[config.mk]
export PLATFORM = sky130hd
export DESIGN_NAME = life_rule_on_fixed_graph_unit
export DESIGN_NICKNAME = d
export VERILOG_FILES = /design/src/design/lrfg_pkg.sv /design/src/design/life_rule_on_fixed_graph_unit.sv /design/src/design/lrfg_cell.sv
export SDC_FILE = /design/constraint.sdc
export NUM_CORES = 1
export LEC_CHECK = 0
export ABC_AREA = 0
export BUFFER_PORTS_ARGS = -buffer_cell sky130_fd_sc_hd__buf_2
export CORE_MARGIN = 8
export CORE_UTILIZATION = 25
export DETAILED_ROUTE_END_ITERATION = 7
export MAX_ROUTING_LAYER = met4
export SYNTH_ARGS = -nofsm -noshare
export SYNTH_HDL_FRONTEND = slang
export SYNTH_HIERARCHICAL = 1
export SYNTH_SLANG_ARGS = --single-unit
export TNS_END_PERCENT = 50
[constraint.sdc]
create_clock -name clk -period 10.9 [get_ports clk]
set_input_delay 2.18 -clock clk [delete_from_list [all_inputs] [get_ports clk]]
set_output_delay 2.18 -clock clk [all_outputs]
set_load 0.01 [all_outputs]
[src/design/lrfg_pkg.sv]
// shared constants, neighbour graph and helper functions for the life rule block
package lrfg_pkg;

  // fixed widths of the item fields
  localparam int PATTERN_W = 21;

  // defaults for the top-level parameters
  localparam int DEF_NUM_CELLS     = 21;
  localparam int DEF_MAX_NEIGHBORS = 10;

  // request codes
  localparam logic REQ_LOAD    = 1'b0;
  localparam logic REQ_ADVANCE = 1'b1;

  // pattern after reset: cells 3, 4 and 5 live
  localparam logic [63:0] RESET_PATTERN = 64'h38;

  // built-in irregular graph
  localparam int GRAPH_ROWS = 21;
  localparam int FLAT_LEN   = 180;

  localparam int NBR_COUNT [GRAPH_ROWS] = '{
    10, 8, 8, 8, 8, 8, 10, 10, 10, 10, 10, 9, 9, 9, 9, 9, 7, 7, 7, 7, 7
  };

  localparam int NBR_FLAT [FLAT_LEN] = '{
    1, 2, 3, 4, 5, 6, 7, 8, 9, 10,
    0, 2, 5, 6, 7, 11, 12, 17,
    0, 1, 3, 7, 8, 12, 13, 18,
    0, 2, 4, 8, 9, 13, 14, 19,
    0, 3, 5, 9, 10, 14, 15, 20,
    0, 1, 4, 6, 10, 11, 15, 16,
    0, 1, 5, 7, 10, 11, 12, 15, 16, 17,
    0, 1, 2, 6, 8, 11, 12, 13, 17, 18,
    0, 2, 3, 7, 9, 12, 13, 14, 18, 19,
    0, 3, 4, 8, 10, 13, 14, 15, 19, 20,
    0, 4, 5, 6, 9, 11, 14, 15, 16, 20,
    1, 5, 6, 7, 10, 12, 15, 16, 17,
    1, 2, 6, 7, 8, 11, 13, 17, 18,
    2, 3, 7, 8, 9, 12, 14, 18, 19,
    3, 4, 8, 9, 10, 13, 15, 19, 20,
    4, 5, 6, 9, 10, 11, 14, 16, 20,
    5, 6, 10, 11, 15, 17, 20,
    1, 6, 7, 11, 12, 16, 18,
    2, 7, 8, 12, 13, 17, 19,
    3, 8, 9, 13, 14, 18, 20,
    4, 9, 10, 14, 15, 16, 19
  };

  // update strobes from the handshake control to the row of cells
  typedef struct packed {
    logic load;
    logic advance;
  } upd_t;

  // neighbour set of one cell as a bit mask, first max_nbr list entries only
  function automatic logic [63:0] nbr_mask(input int cell_idx, input int max_nbr);
    logic [63:0] m;
    int          base;
    m    = '0;
    base = 0;
    for (int r = 0; r < GRAPH_ROWS; r++) begin
      if (r == cell_idx) begin
        for (int j = 0; j < NBR_COUNT[r]; j++) begin
          if (j < max_nbr) begin
            m[NBR_FLAT[base + j]] = 1'b1;
          end
        end
      end
      base += NBR_COUNT[r];
    end
    return m;
  endfunction

  // bits of the result that map onto existing cells
  function automatic logic [PATTERN_W-1:0] out_mask(input int num_cells);
    logic [PATTERN_W-1:0] m;
    m = '0;
    for (int k = 0; k < PATTERN_W; k++) begin
      if (k < num_cells) begin
        m[k] = 1'b1;
      end
    end
    return m;
  endfunction

endpackage

[src/design/life_rule_on_fixed_graph_unit.sv]
// top level: handshake control and the row of life cells
//
// Life rule (born on three, survives on two or three) over a fixed graph of
// NUM_CELLS cells with a built-in neighbour table.
// Request channel: req_valid / req_stall carry req_type and load_pattern.
// A load item (req_type 0) replaces the pattern; an advance item (req_type 1)
// computes the next generation of every cell at once.
// Result channel: res_valid / res_stall carry cell_states, the pattern after
// the item, one result per item.
// The result is shown in the cycle after the item is taken.
// Throughput: one item per cycle while no stalled result is pending; every cell
// evaluates its neighbour count in parallel, so the rate is set by the cell registers alone.
// The cell registers are the result register: a new item is taken while the
// held result is being taken in the same cycle.
// When the receiver stalls with a result pending, req_stall rises and the
// pattern holds until the result is taken.
// Reset: the result channel empties and cells 3, 4 and 5 become live.
module life_rule_on_fixed_graph_unit
  import lrfg_pkg::*;
#(
  parameter int NUM_CELLS     = DEF_NUM_CELLS,
  parameter int MAX_NEIGHBORS = DEF_MAX_NEIGHBORS
) (
  input  logic                 clk,
  input  logic                 rst,
  input  logic                 req_valid,
  output logic                 req_stall,
  input  logic                 req_type,
  input  logic [PATTERN_W-1:0] load_pattern,
  output logic                 res_valid,
  input  logic                 res_stall,
  output logic [PATTERN_W-1:0] cell_states
);

  logic                 accept;
  logic                 res_valid_next;
  upd_t                 upd;
  logic [NUM_CELLS-1:0] live;
  logic [NUM_CELLS-1:0] load_bits;

  // handshake: hold off while a result is pending and stalled
  assign req_stall = res_valid && res_stall;
  assign accept    = req_valid && !req_stall;

  assign upd.load    = accept && (req_type == REQ_LOAD);
  assign upd.advance = accept && (req_type == REQ_ADVANCE);

  always_comb begin
    if (accept) begin
      res_valid_next = 1'b1;
    end else if (!res_stall) begin
      res_valid_next = 1'b0;
    end else begin
      res_valid_next = res_valid;
    end
  end

  always_ff @(posedge clk) begin
    if (rst) begin
      res_valid <= 1'b0;
    end else begin
      res_valid <= res_valid_next;
    end
  end

  // row of cells
  for (genvar c = 0; c < NUM_CELLS; c++) begin : g_cell
    if (c < PATTERN_W) begin : g_ld
      assign load_bits[c] = load_pattern[c];
    end else begin : g_zero
      assign load_bits[c] = 1'b0;
    end

    lrfg_cell #(
      .NUM_CELLS     (NUM_CELLS),
      .MAX_NEIGHBORS (MAX_NEIGHBORS),
      .CELL_IDX      (c)
    ) u_cell (
      .clk      (clk),
      .rst      (rst),
      .upd      (upd),
      .load_bit (load_bits[c]),
      .state    (live),
      .live     (live[c])
    );
  end

  // result: low pattern bits of the cell registers
  for (genvar k = 0; k < PATTERN_W; k++) begin : g_out
    if (k < NUM_CELLS) begin : g_cell_bit
      assign cell_states[k] = live[k];
    end else begin : g_none
      assign cell_states[k] = 1'b0;
    end
  end

endmodule

[src/design/lrfg_cell.sv]
// one cell of the row: holds its live bit and applies the b3/s23 rule
module lrfg_cell
  import lrfg_pkg::*;
#(
  parameter int NUM_CELLS     = DEF_NUM_CELLS,
  parameter int MAX_NEIGHBORS = DEF_MAX_NEIGHBORS,
  parameter int CELL_IDX      = 0
) (
  input  logic                 clk,
  input  logic                 rst,
  input  upd_t                 upd,
  input  logic                 load_bit,
  input  logic [NUM_CELLS-1:0] state,
  output logic                 live
);

  localparam logic [63:0] MASK    = nbr_mask(CELL_IDX, MAX_NEIGHBORS);
  localparam logic        RST_BIT = RESET_PATTERN[CELL_IDX];
  localparam int CNT_RAW = $clog2(MAX_NEIGHBORS + 1);
  localparam int CNT_W   = (CNT_RAW < 2) ? 2 : CNT_RAW;

  logic [CNT_W-1:0] cnt;
  logic             live_next;

  // live neighbours; entries at or above NUM_CELLS are outside the block
  always_comb begin
    cnt = '0;
    for (int i = 0; i < NUM_CELLS; i++) begin
      if (MASK[i]) begin
        cnt = cnt + CNT_W'(state[i]);
      end
    end
  end

  // survive on two or three, birth on exactly three
  always_comb begin
    if (live) begin
      live_next = (cnt == CNT_W'(2)) || (cnt == CNT_W'(3));
    end else begin
      live_next = (cnt == CNT_W'(3));
    end
  end

  always_ff @(posedge clk) begin
    if (rst) begin
      live <= RST_BIT;
    end else if (upd.load) begin
      live <= load_bit;
    end else if (upd.advance) begin
      live <= live_next;
    end
  end

endmodule

* Yosys cells after proc, flatten, opt, wreduce, memory -nomap -nowiden
Cells that the tools add are included.
** Word-level totals
- Flip-flop bits (word level) :: 22
- Input bits :: 26
- Output and inout bits :: 23
- Word-level logic and storage cells :: 310
** Cells by class
- Add/subtract/negate cells :: 152
- Equal/unequal tests :: 43
- Muxes and demuxes :: 65
- Bitwise gates (word level) :: 1
- Reduce and logical (&&, ||, !) cells :: 27
** Operators by type and width (count)
- $add 4x1->4 :: 138
- $eq 4x2->1 const B :: 42
- $mux 1 :: 65
- $add 1x1->2 :: 14
- $logic_or 1x1->1 :: 21
- $logic_and 1x1->1 :: 4
- $ne 2x1->1 const B :: 1
- $reduce_bool 2->1 :: 1
- $logic_not 1->1 :: 1
- $not 1->1 :: 1

* Depth between registers and ports, before layout
- Depth in word-level cells :: 14
- Gate-level depth with buffers :: 11
- Mapped depth without buffers :: 11

* Hierarchy
Netlist, hierarchy kept.
** Modules (own cells, without submodules)
- lrfg_cell at g_cell[11].u_cell ... :: instances 5, cells each 30, area an instance 252.7 um^2, seq. area each 20.0 um^2
- lrfg_cell at g_cell[0].u_cell ... :: instances 5, cells each 23, area an instance 241.5 um^2, seq. area each 20.0 um^2
- lrfg_cell at g_cell[16].u_cell ... :: instances 5, cells each 16, area an instance 162.7 um^2, seq. area each 20.0 um^2
- lrfg_cell at g_cell[3].u_cell ... :: instances 3, cells each 28, area an instance 237.7 um^2, seq. area each 20.0 um^2
- lrfg_cell at g_cell[1].u_cell ... :: instances 2, cells each 27, area an instance 231.5 um^2, seq. area each 20.0 um^2
- lrfg_cell at g_cell[6].u_cell :: instances 1, cells each 22, area an instance 236.5 um^2, seq. area each 20.0 um^2
- life_rule_on_fixed_graph_unit :: instances 1, cells each 7, area an instance 52.6 um^2, seq. area each 20.0 um^2

* Worst setup path before layout
OpenSTA, ideal clock, no wires.
- Kind :: input to output
- Start point :: input port res_stall
- End point :: output port req_stall
- Data arrival time :: 2.355 ns
- Required time :: 8.720 ns
- Setup slack :: 6.365 ns
- Stages on the path :: 2
- Buffers on the path :: 0
- Path through :: nand2_1 > inv_1
** Between the ends
- Word-level cells in the longest chain between the ends :: 1
** Ends and longest elaborated chain
- from (decl) :: line life_rule_on_fixed_graph_unit.sv:31 : input logic res_stall,
- $logic_and 1x1->1 :: line life_rule_on_fixed_graph_unit.sv:42 : assign req_stall = res_valid && res_stall;
- to (decl) :: line life_rule_on_fixed_graph_unit.sv:27 : output logic req_stall,
Every way passes these cells.

* Final worst setup path
Ends and elaborated chain as after synthesis.

==> summary.md <==
| Metric | Value |
|---|---|
| GRT Residual Overflow | 0 |
| FF-to-FF End | g_cell[15].u_cell/live$_SDFFE_PP0P_ |
| Final WL | 11.2 mm |
| Worst R2R Start | g_cell[4].u_cell/live$_SDFFE_PP1P_ |
| Via count | 3461 |
| Multi-input logic area | 3580 um^2 |
| Sink Count | 22 |
| Final net count | 732 |
| Number of synthesized flops with an enable pin | 0 |
| Final setup margin | 6110 ps |
| Syn. warnings | 6 |
| Max Freq | 0.209 GHz |
| Drt drc | 0 |
| Largest net degree at the start of global routing | 46 |
| First-pass GRT wire length | 19.3 mm |
| Post-CTS resize count | 0 |
| Hold_sp | res_valid$_SDFFE_PP0P_ |
| DRT antenna net count | 0 |
| Mapped Nets | 676 |
| Critical Path End Type | output port |
| Post-synth top flop | dfxtp_1 |
| Die H | 154 um |
| Gr usage total | 0.104 |
| Critical Path Fanout Max | 3 |
| Final setup violation count | 0 |
| Max-slew headroom | 0.444 |
| Max-capacitance violation count | 0 |
| WP data required | 8720 ps |
| Clock Path Buffers | 2 |
| Critical path class | input port to output port |
| Vias/cell | 4.32 |
| Hold_buf cts | 0 |
| Critical-path cell list | buf_2 -> nand2_1 -> inv_1 -> buf_2 |
| Setup Total Neg Slack | 0 ps |
| Endpoint, Worst Hold | res_valid$_SDFFE_PP0P_ |
| RSZ-0062 raised after global routing | no |
| Final Hold Fails | 0 |
| CTS root buffer | clkbuf_16 |
| R2R cell count | 11 |
| DP HPWL | 8.26 mm |
| Num rows | 50 |
| CP max-delay cell | buf_2 |
| Max Slew Vio Count | 0 |
| Inserted Clock Buffers | 3 |
| 1st-pass router iterations | 6 |
| Mapped Area | 4750 um^2 |
| Period utilization | 0.439 |
| Initial antenna violation count | 0 |
| Largest stage delay, worst path | 150 ps |
| Hold crit path type | flop to flop |
| Syn Area/Cell | 9.28 um^2 |
| Synth top area cells | fa_1, inv_1, ha_1, dfxtp_1, a21oi_1 |
| Crit path top cell by count | buf_2 |
| Number of global-route vias before repair | 3725 |
| Worst hold margin | 530 ps |
| Count leader, synth | inv_1 |
| Minimum clock period | 4790 ps |
| Worst-Margin Slew | 834 ps |
| Starting Density | 0.254 |
| Seq. cell area | 440 um^2 |
| Worst-path clk slew | 80 ps |
| I/O pin total | 49 |
| Synth top area share | 0.426 |
| FILL cells | 2016 |
| Gate Count Post-Synth | 512 |
| Worst Path Arrival | 2610 ps |
| Clock latency on the worst-skew pair | 270 ps |
| H-Tree Depth | 1 |
| Core Region | 18700 um^2 |
| Die Wd | 154 um |
| Top delay family on crit path | buffers and inverters |
| Die footprint | 23700 um^2 |
| Placer Congestion | 0.778 |
| DR iter-0 viols | 109 |
| Wire per inst | 14.0 um |
| Post-CTS setup buffer count | 0 |
| Worst Path Buf+Inv | 3 |
| Worst hold path stage count | 2 |
| Outcome | complete, no violations |
| #FFs+latches synth | 22 |
| Worst setup SP type | input port |
| Yosys cell types | 27 |
| Layout cell share with drive strength beyond 1 | 0.134 |
| Port bufs | 48 |
| DP Worst Slack | 6120 ps |
| Reg-to-reg slack, setup | 6940 ps |
| Number of diodes | 0 |
| Sequential share of the synthesized area | 0.0927 |
| Top cells by count, synth | inv_1, fa_1, ha_1 |
| Area delta synth->final | 13.7% |
| Clock Skews | 2.40 ps |
| Area leader, netlist | fa_1 |
| CTS tree | yes |
| Async set or reset register ratio after synthesis | 0 |
==> how the worst max path moves through the flow <==
stage                end       from  cells after the start  slack, ps
5_1_grt        req_stall  res_stall                      4       6050
3_5_place_dp   req_stall  res_stall                      4       6120
4_1_cts        req_stall  res_stall                      4       6110
2_1_floorplan  req_stall  res_stall                      2       6370
3_3_place_gp   req_stall  res_stall                      4       6110
6_report       req_stall  res_stall                      4       6110
==> metal layers <==
layer | track usage | routed length [um]
met3 | 0.0216 | 519
met5 | - | 0
met1 | 0.132 | 5250
met4 | 0.0135 | 61
met2 | 0.173 | 5350
==> flip-flops by register name, summed over array words and instances, names as in the netlist <==
name and flops:
g_cell.u_cell/live 21, res_valid 1
==> cell usage in the layout (no fill, tap or decap), types with 5 or more instances in the layout <==
cell type	Yosys	final
a211o_1	5	5
a211oi_1	8	8
a21oi_1	25	25
a21oi_2	5	5
a221oi_2	5	5
and4b_1	5	5
buf_2	0	48
dfxtp_1	22	22
fa_1	101	101
ha_1	37	37
inv_1	195	195
nand2_1	32	32
nand2b_4	5	5
nand4b_1	6	6
nor2_1	5	5
nor3b_1	8	8
nor4b_2	5	5
o22ai_1	10	10
or3_1	10	10
==> worst reg2reg max path, stage by stage, from the launching register on <==
cell      delay (ps)
dfxtp_1          750
inv_1            150
fa_1             580
fa_1             440
fa_1             510
inv_1             50
fa_1             390
inv_1             80
fa_1             440
nor4b_2          280
a211oi_1         100
o22ai_1          120
==> kinds of logic (layout without fill, tap and decap cells) <==
family	Yosys count	count (layout)	share of synthesized area
buffers and inverters	195	250	0.154
adders and majority gates	138	138	0.523
and+or+nand+nor	90	90	0.126
AOI/OAI and AO/OA	67	67	0.104
DFF	22	22	0.0927
==> final cells by class <==
cell class / count / area share
well taps: 234 / 0.0542
multi-input cells: 295 / 0.664
clock buffers: 4 / 0.0165
repair buffers: 51 / 0.0487
inverters: 195 / 0.136
flip-flops and latches: 22 / 0.0816
==> stage by stage <==
stage	utilization	area, um^2	instances
3_3_place_gp	0.284	5310	797
5_1_grt	0.289	5400	801
6_report	0.289	5400	801
3_5_place_dp	0.284	5310	797
2_1_floorplan	-	4750	512
4_1_cts	0.289	5400	801
Power is left out: the tool's default activity adds up to more than one toggle a clock period on the data nets, which glitch-free logic cannot reach.
